$ cat src/hw/rtl/mtefd_pkg.sv
// Shared types and constants of the multi-turn encoder feedback decoder.
// No dependencies; used by mtefd_state_mem and the top level.
`timescale 1ns / 1ps

package mtefd_pkg;

  // Configuration register indexes.
  localparam logic [2:0] REG_BASE_ID = 3'd0;
  localparam logic [2:0] REG_GEAR_0  = 3'd1;
  localparam logic [2:0] REG_GEAR_1  = 3'd2;
  localparam logic [2:0] REG_GEAR_2  = 3'd3;
  localparam logic [2:0] REG_GEAR_3  = 3'd4;

  localparam int CFG_IDX_W  = 3;
  localparam int CFG_DATA_W = 16;
  localparam int ID_W       = 11;
  localparam int MOTOR_SLOTS = 4;

  localparam logic [10:0] BASE_ID_RST = 11'd513;
  localparam logic [15:0] GEAR_RST    = 16'd9216;

  // round(2*pi * 2^29)
  localparam logic [31:0] TWO_PI_Q29 = 32'd3373259426;

  // Divider operand widths: angle numerator, gear*counts*32, speed numerator, gear.
  localparam int NUM_A_W = 64;
  localparam int DEN_A_W = 37;
  localparam int NUM_S_W = 40;
  localparam int DEN_S_W = 16;

  localparam logic [31:0] INT32_MIN_BITS = 32'h8000_0000;
  localparam logic [31:0] INT32_MAX_BITS = 32'h7FFF_FFFF;

  // One tracking entry per motor.
  typedef struct packed {
    logic signed [15:0] last_angle;
    logic signed [15:0] turn_count;
    logic signed [15:0] zero_offset;
  } entry_t;

  // Read and write command to the state memory.
  typedef struct packed {
    logic   rd;
    logic   wr;
    entry_t wr_data;
  } mem_cmd_t;

endpackage

$ cat src/hw/rtl/mtefd_state_mem.sv
// Per-motor tracking memory with one synchronous port and a seen bit per entry.
// Depends on mtefd_pkg for the entry and command types.
`timescale 1ns / 1ps

module mtefd_state_mem #(
  parameter int DEPTH  = 4,
  parameter int ADDR_W = 2
) (
  input  logic                clk,
  input  logic                rst_n,
  input  mtefd_pkg::mem_cmd_t cmd,
  input  logic [ADDR_W-1:0]   addr,
  output mtefd_pkg::entry_t   rd_entry,
  output logic                rd_seen
);

  mtefd_pkg::entry_t mem [DEPTH];
  logic [DEPTH-1:0]  seen_r;
  logic [DEPTH-1:0]  seen_nxt;
  mtefd_pkg::entry_t rd_entry_r;
  logic              rd_seen_r;

  always_ff @(posedge clk) begin
    if (cmd.wr) begin
      mem[addr] <= cmd.wr_data;
    end
    if (cmd.rd) begin
      rd_entry_r <= mem[addr];
      rd_seen_r  <= seen_r[addr];
    end
  end

  // The seen bits stand in for the cleared reset state of the whole memory.
  always_comb begin
    seen_nxt = seen_r;
    if (cmd.wr) begin
      seen_nxt[addr] = 1'b1;
    end
  end

  always_ff @(posedge clk) begin
    if (!rst_n) begin
      seen_r <= '0;
    end else begin
      seen_r <= seen_nxt;
    end
  end

  assign rd_entry = rd_entry_r;
  assign rd_seen  = rd_seen_r;

endmodule

$ cat src/hw/rtl/mtefd_divider.sv
// Restoring unsigned divider, one quotient bit per cycle.
// No dependencies.
`timescale 1ns / 1ps

module mtefd_divider #(
  parameter int NUM_W = 64,
  parameter int DEN_W = 37
) (
  input  logic             clk,
  input  logic             rst_n,
  input  logic             start,
  input  logic [NUM_W-1:0] num,
  input  logic [DEN_W-1:0] den,
  output logic             busy,
  output logic [NUM_W-1:0] quo
);

  localparam int CNT_W = $clog2(NUM_W + 1);

  logic [DEN_W-1:0] rem_r, rem_nxt;
  logic [NUM_W-1:0] quo_r, quo_nxt;
  logic [DEN_W-1:0] den_r, den_nxt;
  logic [CNT_W-1:0] cnt_r, cnt_nxt;
  logic             busy_r, busy_nxt;
  logic [DEN_W:0]   trial;

  always_comb begin
    rem_nxt  = rem_r;
    quo_nxt  = quo_r;
    den_nxt  = den_r;
    cnt_nxt  = cnt_r;
    busy_nxt = busy_r;
    trial    = {rem_r, quo_r[NUM_W-1]};
    if (start) begin
      rem_nxt  = '0;
      quo_nxt  = num;
      den_nxt  = den;
      cnt_nxt  = CNT_W'(NUM_W);
      busy_nxt = 1'b1;
    end else if (busy_r) begin
      // The numerator shifts out at the top while quotient bits enter below.
      if (trial >= {1'b0, den_r}) begin
        rem_nxt = DEN_W'(trial - {1'b0, den_r});
        quo_nxt = {quo_r[NUM_W-2:0], 1'b1};
      end else begin
        rem_nxt = DEN_W'(trial);
        quo_nxt = {quo_r[NUM_W-2:0], 1'b0};
      end
      cnt_nxt  = cnt_r - CNT_W'(1);
      busy_nxt = (cnt_r != CNT_W'(1));
    end
  end

  always_ff @(posedge clk) begin
    rem_r <= rem_nxt;
    quo_r <= quo_nxt;
    den_r <= den_nxt;
  end

  always_ff @(posedge clk) begin
    if (!rst_n) begin
      cnt_r  <= '0;
      busy_r <= 1'b0;
    end else begin
      cnt_r  <= cnt_nxt;
      busy_r <= busy_nxt;
    end
  end

  assign busy = busy_r;
  assign quo  = quo_r;

endmodule

$ cat src/hw/rtl/multiturn_encoder_feedback_decoder.sv
// Top level: frame filter, turn tracking, fixed-point scaling and result register.
// Depends on mtefd_pkg, mtefd_state_mem and mtefd_divider.
`timescale 1ns / 1ps

// Decodes motor-controller feedback frames into a multi-turn output axis angle
// (signed Q16.16 radians) and axis speed (Q16.16), both divided by the motor's
// Q8.8 gear ratio, rounded to nearest and saturated; the current word is passed
// through. Extended frames and identifiers outside base_id..base_id+3 (or beyond
// NUM_MOTORS) are taken and dropped. The first frame of a motor records its
// zero offset and gives no result. Every later frame runs through the states
// READ, PROD, POS, MUL, RND, START, WAIT and OUT to a result in the output
// register, the 64-step angle divider taking longest; one frame is in work at
// a time. The output register lets a new frame be taken while a result waits.
module multiturn_encoder_feedback_decoder #(
  parameter int NUM_MOTORS      = 4,
  parameter int COUNTS_PER_TURN = 8192
) (
  input  logic        clk,
  input  logic        rst_n,
  // in_tdata: frame_id[10:0], angle_raw[26:11], speed_raw[42:27],
  //           current_raw[58:43], zero fill[63:59]
  input  logic        in_tvalid,
  output logic        in_tready,
  input  logic [63:0] in_tdata,
  // in_tuser: is_standard[0]
  input  logic        in_tuser,
  output logic        out_tvalid,
  input  logic        out_tready,
  // out_tdata: axis_angle[31:0], axis_speed[63:32], torque_current[79:64]
  output logic [79:0] out_tdata,
  // out_tuser: motor_index[1:0]
  output logic [1:0]  out_tuser,
  input  logic        cfg_we,
  input  logic [mtefd_pkg::CFG_IDX_W-1:0]  cfg_index,
  input  logic [mtefd_pkg::CFG_DATA_W-1:0] cfg_data
);

  localparam int NUM_SLOTS = (NUM_MOTORS < mtefd_pkg::MOTOR_SLOTS) ?
                             NUM_MOTORS : mtefd_pkg::MOTOR_SLOTS;
  localparam int IDX_W = (NUM_SLOTS > 1) ? $clog2(NUM_SLOTS) : 1;
  localparam logic [15:0]        CPT_U    = 16'(COUNTS_PER_TURN);
  localparam logic signed [32:0] CPT_S    = 33'(COUNTS_PER_TURN);
  localparam logic signed [16:0] HALF     = 17'(COUNTS_PER_TURN / 2);
  localparam logic signed [16:0] NEG_HALF = -17'(COUNTS_PER_TURN / 2);
  localparam logic signed [15:0] TURN_MIN = 16'sh8000;
  localparam logic signed [15:0] TURN_MAX = 16'sh7FFF;

  localparam logic [3:0] S_IDLE  = 4'd0;
  localparam logic [3:0] S_READ  = 4'd1;
  localparam logic [3:0] S_PROD  = 4'd2;
  localparam logic [3:0] S_POS   = 4'd3;
  localparam logic [3:0] S_MUL   = 4'd4;
  localparam logic [3:0] S_RND   = 4'd5;
  localparam logic [3:0] S_START = 4'd6;
  localparam logic [3:0] S_WAIT  = 4'd7;
  localparam logic [3:0] S_OUT   = 4'd8;

  function automatic logic [31:0] sat_q(input logic [63:0] q, input logic neg);
    logic [31:0] r;
    if (neg) begin
      if (q > 64'h8000_0000) r = mtefd_pkg::INT32_MIN_BITS;
      else                   r = 32'(64'd0 - q);
    end else begin
      if (q > 64'h7FFF_FFFF) r = mtefd_pkg::INT32_MAX_BITS;
      else                   r = q[31:0];
    end
    return r;
  endfunction

  // Input fields.
  logic [10:0]        in_frame_id;
  logic signed [15:0] in_angle, in_speed, in_current;
  assign in_frame_id = in_tdata[10:0];
  assign in_angle    = in_tdata[26:11];
  assign in_speed    = in_tdata[42:27];
  assign in_current  = in_tdata[58:43];

  // Configuration registers.
  logic [10:0] base_id_r, base_id_nxt;
  logic [15:0] gear_r [mtefd_pkg::MOTOR_SLOTS];
  logic [15:0] gear_nxt [mtefd_pkg::MOTOR_SLOTS];

  always_comb begin
    base_id_nxt = base_id_r;
    gear_nxt    = gear_r;
    if (cfg_we) begin
      unique case (cfg_index)
        mtefd_pkg::REG_BASE_ID: base_id_nxt = cfg_data[10:0];
        mtefd_pkg::REG_GEAR_0:  gear_nxt[0] = cfg_data;
        mtefd_pkg::REG_GEAR_1:  gear_nxt[1] = cfg_data;
        mtefd_pkg::REG_GEAR_2:  gear_nxt[2] = cfg_data;
        mtefd_pkg::REG_GEAR_3:  gear_nxt[3] = cfg_data;
        default: ;
      endcase
    end
  end

  always_ff @(posedge clk) begin
    if (!rst_n) begin
      base_id_r <= mtefd_pkg::BASE_ID_RST;
      for (int i = 0; i < mtefd_pkg::MOTOR_SLOTS; i++) gear_r[i] <= mtefd_pkg::GEAR_RST;
    end else begin
      base_id_r <= base_id_nxt;
      gear_r    <= gear_nxt;
    end
  end

  // Control state.
  logic [3:0] state_r, state_nxt;
  logic       out_valid_r, out_valid_nxt;

  // Work registers of the frame in progress.
  logic [1:0]         idx_r;
  logic signed [15:0] angle_r, speed_r, cur_r;
  logic signed [15:0] turn_r, zero_r;
  logic [15:0]        g_r;
  logic signed [32:0] prod_r;
  logic [mtefd_pkg::DEN_A_W-1:0] den_a_r;
  logic [mtefd_pkg::NUM_S_W-1:0] num_s_r;
  logic               neg_s_r;
  logic [31:0]        mag_r;
  logic               neg_a_r;
  logic [63:0]        mul_r;
  logic [mtefd_pkg::NUM_A_W-1:0] num_a_r;
  logic [1:0]         out_idx_r;
  logic [31:0]        out_angle_r, out_speed_r;
  logic [15:0]        out_cur_r;

  // Frame filter.
  logic [10:0] id_off;
  logic        frame_hit;
  logic        in_fire;
  assign id_off    = in_frame_id - base_id_r;
  assign frame_hit = in_tuser && (in_frame_id >= base_id_r) &&
                     (id_off < 11'(NUM_SLOTS));
  assign in_tready = (state_r == S_IDLE);
  assign in_fire   = in_tvalid && in_tready;

  // State memory.
  mtefd_pkg::mem_cmd_t mem_cmd;
  mtefd_pkg::entry_t   rd_entry;
  logic                rd_seen;
  logic [IDX_W-1:0]    mem_addr;

  // Turn tracking against the stored entry.
  logic signed [16:0] diff;
  logic signed [15:0] turn_new;
  always_comb begin
    diff     = 17'(angle_r) - 17'(rd_entry.last_angle);
    turn_new = rd_entry.turn_count;
    if (diff > HALF && rd_entry.turn_count != TURN_MIN) begin
      turn_new = rd_entry.turn_count - 16'sd1;
    end else if (diff < NEG_HALF && rd_entry.turn_count != TURN_MAX) begin
      turn_new = rd_entry.turn_count + 16'sd1;
    end
  end

  always_comb begin
    mem_cmd.rd      = (state_r == S_IDLE) && in_fire && frame_hit;
    mem_cmd.wr      = (state_r == S_READ);
    mem_addr        = (state_r == S_IDLE) ? id_off[IDX_W-1:0] : idx_r[IDX_W-1:0];
    mem_cmd.wr_data.last_angle = angle_r;
    if (rd_seen) begin
      mem_cmd.wr_data.turn_count  = turn_new;
      mem_cmd.wr_data.zero_offset = rd_entry.zero_offset;
    end else begin
      // First frame of this motor: its angle becomes the zero point.
      mem_cmd.wr_data.turn_count  = 16'sd0;
      mem_cmd.wr_data.zero_offset = angle_r;
    end
  end

  mtefd_state_mem #(
    .DEPTH  (NUM_SLOTS),
    .ADDR_W (IDX_W)
  ) u_mem (
    .clk      (clk),
    .rst_n    (rst_n),
    .cmd      (mem_cmd),
    .addr     (mem_addr),
    .rd_entry (rd_entry),
    .rd_seen  (rd_seen)
  );

  // Dividers for angle and speed, run side by side.
  logic        div_start;
  logic        busy_a, busy_s;
  logic [mtefd_pkg::NUM_A_W-1:0] quo_a;
  logic [mtefd_pkg::NUM_S_W-1:0] quo_s;
  assign div_start = (state_r == S_START);

  mtefd_divider #(
    .NUM_W (mtefd_pkg::NUM_A_W),
    .DEN_W (mtefd_pkg::DEN_A_W)
  ) u_div_angle (
    .clk   (clk),
    .rst_n (rst_n),
    .start (div_start),
    .num   (num_a_r),
    .den   (den_a_r),
    .busy  (busy_a),
    .quo   (quo_a)
  );

  mtefd_divider #(
    .NUM_W (mtefd_pkg::NUM_S_W),
    .DEN_W (mtefd_pkg::DEN_S_W)
  ) u_div_speed (
    .clk   (clk),
    .rst_n (rst_n),
    .start (div_start),
    .num   (num_s_r),
    .den   (g_r),
    .busy  (busy_s),
    .quo   (quo_s)
  );

  // Arithmetic between stages.
  logic signed [33:0] pos;
  logic signed [33:0] pos_abs;
  logic [31:0]        gc;
  logic [15:0]        speed_mag;
  always_comb begin
    pos       = 34'(angle_r) + 34'(prod_r) - 34'(zero_r);
    pos_abs   = pos[33] ? -pos : pos;
    gc        = 32'(g_r) * 32'(CPT_U);
    speed_mag = speed_r[15] ? 16'(-17'(speed_r)) : speed_r;
  end

  always_ff @(posedge clk) begin
    if (in_fire) begin
      idx_r   <= id_off[1:0];
      angle_r <= in_angle;
      speed_r <= in_speed;
      cur_r   <= in_current;
    end
    if (state_r == S_READ) begin
      turn_r <= turn_new;
      zero_r <= rd_entry.zero_offset;
      g_r    <= (gear_r[idx_r] == 16'd0) ? 16'd1 : gear_r[idx_r];
    end
    if (state_r == S_PROD) begin
      prod_r  <= 33'(turn_r) * CPT_S;
      den_a_r <= {gc, 5'b0};
      num_s_r <= {speed_mag, 24'b0} + mtefd_pkg::NUM_S_W'(g_r >> 1);
      neg_s_r <= speed_r[15];
    end
    if (state_r == S_POS) begin
      mag_r   <= pos_abs[31:0];
      neg_a_r <= pos[33];
    end
    if (state_r == S_MUL) begin
      mul_r <= 64'(mag_r) * 64'(mtefd_pkg::TWO_PI_Q29);
    end
    if (state_r == S_RND) begin
      num_a_r <= mul_r + 64'(den_a_r >> 1);
    end
    if (state_r == S_OUT && (!out_valid_r || out_tready)) begin
      out_idx_r   <= idx_r;
      out_angle_r <= sat_q(quo_a, neg_a_r);
      out_speed_r <= sat_q(64'(quo_s), neg_s_r);
      out_cur_r   <= cur_r;
    end
  end

  always_comb begin
    state_nxt     = state_r;
    out_valid_nxt = out_valid_r;
    if (out_valid_r && out_tready) out_valid_nxt = 1'b0;
    unique case (state_r)
      S_IDLE:  if (in_fire && frame_hit) state_nxt = S_READ;
      S_READ:  state_nxt = rd_seen ? S_PROD : S_IDLE;
      S_PROD:  state_nxt = S_POS;
      S_POS:   state_nxt = S_MUL;
      S_MUL:   state_nxt = S_RND;
      S_RND:   state_nxt = S_START;
      S_START: state_nxt = S_WAIT;
      S_WAIT:  if (!busy_a && !busy_s) state_nxt = S_OUT;
      S_OUT: begin
        if (!out_valid_r || out_tready) begin
          out_valid_nxt = 1'b1;
          state_nxt     = S_IDLE;
        end
      end
      default: state_nxt = S_IDLE;
    endcase
  end

  always_ff @(posedge clk) begin
    if (!rst_n) begin
      state_r     <= S_IDLE;
      out_valid_r <= 1'b0;
    end else begin
      state_r     <= state_nxt;
      out_valid_r <= out_valid_nxt;
    end
  end

  assign out_tvalid = out_valid_r;
  assign out_tuser  = out_idx_r;
  assign out_tdata  = {out_cur_r, out_speed_r, out_angle_r};

endmodule

$ cat config.mk
export PLATFORM = sky130hd
export DESIGN_NAME = multiturn_encoder_feedback_decoder
export DESIGN_NICKNAME = d
export VERILOG_FILES = /design/src/hw/rtl/mtefd_pkg.sv /design/src/hw/rtl/mtefd_state_mem.sv /design/src/hw/rtl/mtefd_divider.sv /design/src/hw/rtl/multiturn_encoder_feedback_decoder.sv
export SDC_FILE = /design/constraint.sdc
export NUM_CORES = 2
export LEC_CHECK = 0
export BUFFER_PORTS_ARGS = -buffer_cell sky130_fd_sc_hd__buf_2
export CAP_MARGIN = 25
export CORE_MARGIN = 2
export CORE_UTILIZATION = 67
export CTS_CLUSTER_SIZE = 8
export DETAILED_ROUTE_END_ITERATION = 16
export PLACE_DENSITY = 0.87
export SYNTH_ARGS = -nofsm -noshare
export SYNTH_HDL_FRONTEND = slang
export SYNTH_SLANG_ARGS = --single-unit
$ cat constraint.sdc
create_clock -name clk -period 16.6 [get_ports clk]
set_input_delay 0.83 -clock clk [delete_from_list [all_inputs] [get_ports clk]]
set_output_delay 0.83 -clock clk [all_outputs]
set_load 0.01 [all_outputs]
=== Word-level counts from Yosys, hierarchy flattened ===
Memories as Yosys holds them, arrays and structs flattened. A register that Yosys moved wholly into a read port is not among the register bits.
Index checks and enable logic that the tools add are counted.

* RAM bits: 192
* Memories kept: 1
* Word-level logic and storage cells: 166
* Bits in registers: 702
* Output and inout port bits: 84
* Input bits: 89

* $mul: 1
* Multiplexer cells: 45
* Add/subtract/negate cells: 16
* Bitwise logic cells: 3
* Magnitude comparators: 13
* Equal/unequal tests: 19
* Reductions and logical operators: 28

{| class="wikitable"
|+ Memories
! name !! words !! width !! read ports !! clocked after Yosys merged registers in !! wr ports !! RTL line !! source
|-
| u_mem.mem || 4 || 48 || 1 || 1 || 1 || mtefd_state_mem.sv:17 || <nowiki>mtefd_pkg::entry_t mem [DEPTH];</nowiki>
|}

{| class="wikitable"
|+ Operators by type and width
! cell !! count
|-
| 32-bit 2-to-1 mux || 8
|-
| 64-bit 2-to-1 mux || 2
|-
| 16-bit 2-to-1 mux || 6
|-
| 40-bit 2-to-1 mux || 2
|-
| 64-bit by 33-bit adder with 64-bit output || 1
|-
| 64-bit by 31-bit greater-than comparator with 1-bit output (second input constant) || 1
|-
| 64-bit by 32-bit greater-than comparator with 1-bit output (second input constant) || 1
|-
| 1-bit by 32-bit subtractor with 32-bit output (first input constant) || 2
|-
| 32-bit by 31-bit multiplier with 63-bit output (second input constant) || 1
|-
| 40-bit by 15-bit adder with 40-bit output || 1
|-
| 40-bit by 31-bit greater-than comparator with 1-bit output (second input constant) || 1
|-
| 40-bit by 32-bit greater-than comparator with 1-bit output (second input constant) || 1
|-
| 38-bit by 34-bit >= comparator with 1-bit output || 1
|-
| 37-bit 2-to-1 mux || 1
|-
| 37-bit by 34-bit subtractor with 37-bit output || 1
|-
| 4-bit case mux with 9 select lines || 1
|-
| 16-bit binary-select mux with 2-bit select || 1
|-
| 16-bit != test (second input constant) || 2
|-
| 31-bit negation with 32-bit output || 1
|-
| 30-bit by 16-bit subtractor with 31-bit output || 1
|-
| 16-bit by 29-bit adder with 30-bit output || 1
|-
| 17-bit by 16-bit >= comparator with 1-bit output || 1
|-
| 17-bit by 14-bit greater-than comparator with 1-bit output (second input constant) || 1
|-
| 17-bit by 13-bit < comparator with 1-bit output (second input constant) || 1
|-
| 44 further kinds || 85
|}

=== Depth between registers and ports, before layout ===
* Word-level depth: 7
* Gate-level depth with buffers: 28

=== By module ===
Synthesis repeated with hierarchy kept, for this count alone.

* Cells, all modules: 5242
* Area total of the unflattened synthesis: 60932.2 um2

{| class="wikitable"
|+ Modules (own cells, without submodules)
! module !! seq. area each (um2) !! instances !! cells each !! area an instance (um2)
|-
| multiturn_encoder_feedback_decoder || 13252.7 || 1 || 3834 || 40111.0
|-
| mtefd_state_mem || 7317.0 || 1 || 314 || 8619.5
|-
| mtefd_divider at u_div_angle || 3933.8 || 1 || 748 || 8127.8
|-
| mtefd_divider at u_div_speed || 2142.1 || 1 || 346 || 4073.9
|}

=== Worst setup path before layout ===
OpenSTA, ideal clock, no wires.

* Kind: reg-to-reg
* Start point: register mag_r[8]
* End point: register mul_r[61] (data pin)
* Stages on the path, launching flop included: 23
* Arrival: 6.699 ns
* Data required time: 16.335 ns
* Path buffers: 1
* Path slack: 9.636 ns
* Cells stage by stage: edfxtp_1 > inv_1 > fa_1 > fa_1 > inv_1 > fa_1 > ha_1 > fa_1 > inv_1 > fa_1 > inv_1 > fa_1 > ha_1 > ha_1 > clkbuf_1 > nand4_1 > or3_1 > o311a_1 > o21ba_2 > o21ai_0 > nand2_1 > o21ai_0 > xor2_1

* Cells in the longest elaborated chain, start to end: 1

{| class="wikitable"
|+ RTL lines
! what !! RTL line !! source
|-
| start: declaration || multiturn_encoder_feedback_decoder.sv:121 || <nowiki>logic [31:0] mag_r;</nowiki>
|-
| start signal: assignment || multiturn_encoder_feedback_decoder.sv:249 || <nowiki>mag_r <= pos_abs[31:0];</nowiki>
|-
| 32-bit by 31-bit multiplier with 63-bit output || multiturn_encoder_feedback_decoder.sv:253 || <nowiki>mul_r <= 64'(mag_r) * 64'(mtefd_pkg::TWO_PI_Q29);</nowiki>
|-
| end signal: assignment || multiturn_encoder_feedback_decoder.sv:253 ||
|-
| end: declaration || multiturn_encoder_feedback_decoder.sv:123 || <nowiki>logic [63:0] mul_r;</nowiki>
|}

Every way passes these cells.
A chain may end at the register's enable or synchronous reset.

=== Worst setup path in the final report ===
* Start point: register mag_r[8]
* End point: register mul_r[56] (data pin)

Same word-level chain as after synthesis.

==> flow_summary.ini <==
[outcome]
outcome = finished, final reports clean

[drt]
drc = 0
wl_um = 139000
ant_nets = 0
drt-wirelength-per-cell_um = 20.7
vias = 40867
drtPass1Iterations = 6
vias_per_cell = 6.12
drt-initial-drc-count = 3784

[global_route]
overflow = 0
grt_pass1_wl_um = 220000
first_global_vias = 42352
use_met2 = 0.529
antenna_found_initial = 5
grt_usage = 0.309
grt_busiest_layer = met2
grt_max_degree = 112
met1_usage = 0.379
grtUsageMet3 = 0.0530

[synthesis]
yosys-top-cells-count = inv_1, edfxtp_1, nand2_1
synthArstFlopShare = 0
synth_top_flop_cell = edfxtp_1
synth_top_family_by_area = adder cells
synth.area.mux_share = 0.0360
synth_top_area_share = 0.388
ys_seq_elements = 917
synth_area_um2 = 59200
synth_top_area_cell = edfxtp_1
synth_edf_count = 765
synth.area.top_cells = edfxtp_1, fa_1, ha_1
synth_compound_area_frac = 0.0874
ys_seq_area_frac = 0.439
netlist_instances = 5274
synthAdderAreaFrac = 0.233
synth-simple-area-share = 0.108
syn_area_per_cell_um2 = 11.2
synth_warnings = 0
yosysMostFrequentCell = inv_1
synth-xor-area-share = 0.0348
synthDistinctLibCells = 90
syn-num-nets = 6241

[sta]
min_period_ns = 8.10
fmax_mhz = 124
worst_slew_pin_slew_ns = 1.11
period_share = 0.488
rsz0062_at_grt = false
slew_headroom = 0.261
drv_slew = 0
tns_ns = 0
fin_skew_ns = 0.0288
hold_viol_final = 0
setup_viol = 0

[worst_setup_path]
worstPathRequired_ns = 17.08
reg2reg_from = mag_r[8]
crit_arrival_ns = 8.58
rr_endpoint = mul_r[56]
crit_end = mul_r[56]
critical_path.startpoint = mag_r[8]
ff2ff_path_depth = 22
crit_type = register to register
start_kind = register
r2r_setup_slack_ns = 8.50
critPathMaxFanout = 9
endpoint_kind = register

[clock_tree]
clk_pin_slew_ns = 0.05
postCtsSetupBuffers = 0
cts_max_path_buffers = 3
cts_sinks = 917
cts_tree = yes
cts_made_buffers = 132
insertion_delay_ns = 0.75
htree_levels = 4
cts_root_buf = clkbuf_16
cts_resized = 0
cts_hold_buf = 0

[job]
drv_cap = 0

[pwr]
vdd_ir_drop_max_v = 0.000122
power_density_nw_per_um2 = 81.3
power_leakage_nw = 27.5
finalPower_mw = 5.29

[worst_hold_path]
holdCritPathClass = input pin to register

[cells_and_area]
drive_gt1_frac = 0.0885
area_growth_pct = 9.88
final_cell_count_no_fill = 6683
utilization = 0.739
multi_input_area_um2 = 29600
fin_nets = 6414
regArea_um2 = 26000
n_fill_cell = 5388

[die]
core.rowCount = 109
die_h_um = 301
dieArea_um2 = 90700
ios = 173
fp.dieW_um = 301
initial_core_util = 0.673
core_um2 = 88000

[placement]
dp_cells = 6474
port_buffers = 167
dpl.hpwl_um = 95600
globalplace.congestion = 0.963
## cell usage in the layout, fill, tap and decap left out, types with 23 or more instances in the layout
cell and count:
dfxtp_1 151, buf_2 167, a31oi_1 26, mux4_2 65
a21o_1 58, a21boi_0 78, buf_4 29, or3_1 35
fa_1 373, o21ai_0 198, nor4_1 40, a211oi_1 29
xor2_1 83, nand3_1 74, and3_1 28, o311ai_0 29
nor2_1 212, nand2_1 626, ha_1 505, nand4_1 43
o21a_1 29, nor2b_1 29, a21oi_1 184, inv_1 807
xnor2_1 152, mux2i_1 51, o311ai_1 23, clkbuf_1 51
nand2b_1 46, clkbuf_16 133, edfxtp_1 765, and2_1 25
nor3_1 72
## cells by family after synthesis
logic type	Yosys count
and+or+nand+nor	1349
adders and majority gates	878
AOI/OAI and AO/OA	794
muxes	130
other	1
buffers and inverters	970
DFF	917
xor gates and xnor gates	235
## area by class of cell
type | count | share of cell area
clock buffer | 184 | 0.0541
antenna | 6 | 0.000231
timing repair buffer | 200 | 0.0175
tap | 1165 | 0.0224
sequential | 917 | 0.400
multi-input combinational | 3387 | 0.455
clock inverter | 15 | 0.00356
inverter | 809 | 0.0467
## worst min-delay path by stage
stage / start / to / slack, ns / cells after the start
6_report: in_tdata[26] / angle_r[15] / 0.27 / 1
3_5_place_dp: cur_r[9] / out_cur_r[9] / 0.40 / 0
2_1_floorplan: mul_r[10] / num_a_r[10] / 0.40 / 0
5_1_grt: in_tdata[49] / cur_r[6] / 0.25 / 1
4_1_cts: in_tdata[26] / angle_r[15] / 0.23 / 1
3_3_place_gp: cur_r[3] / out_cur_r[3] / 0.40 / 0
## stage by stage
step                      hold WS (ns)  cell area, um^2  setup slack [ns]
after floorplan                  0.400            59200              9.64
after global placement           0.401            61200              8.83
after detailed placement         0.405            61200              8.69
after CTS                        0.226            64900              8.64
after global routing             0.251            65000              8.16
final                            0.265            65000              8.50
## critical path, cell delays in order, from the launching register on
cell,delay [ns]
edfxtp_1,0.80
inv_1,0.28
fa_1,0.57
fa_1,0.52
fa_1,0.54
inv_1,0.05
ha_1,0.30
inv_1,0.06
fa_1,0.48
inv_1,0.06
fa_1,0.50
fa_1,0.49
ha_1,0.31
ha_1,0.42
a21oi_1,0.24
o21ai_0,0.20
nor4_1,0.34
o2bb2ai_1,0.23
o31ai_1,0.21
o41ai_1,0.45
a41oi_1,0.27
a221oi_1,0.38
xnor2_1,0.11
## layer usage
| metal | wire length [um] | share of wire | up-vias |
|---|---|---|---|
| li1 | - | - | 18613 |
| met1 | 52600 | 0.38 | 19851 |
| met2 | 69100 | 0.50 | 1909 |
| met3 | 9860 | 0.071 | 494 |
| met4 | 7050 | 0.051 | 0 |
| met5 | 0 | 0 | - |
## power by group
| part | leakage, nW | switching [mW] | internal, mW |
|---|---|---|---|
| Clock | 1.81 | 0.992 | 1.47 |
| Combinational | 17.5 | 0.176 | 0.128 |
| Sequential | 8.14 | 0.0187 | 2.50 |
## registers in the layout, summed over array words and instances (netlist names), 16 cells and up
signal	cells
out_cur_r	16
num_s_r	17
u_div_angle.quo	64
g_r	16
out_speed_r	32
u_mem.mem	192
zero_r	16
speed_r	16
u_div_angle.den_r	16
u_div_angle.rem_r	37
mul_r	63
u_mem.rd_entry	48
out_angle_r	32
turn_r	16
u_div_speed.quo	40
angle_r	16
num_a_r	63
prod_r	16
u_div_speed.rem_r	16
cur_r	16
mag_r	32
gear_r	64
u_div_speed.den_r	16
No activity file was read; power rests on OpenSTA's default activity.
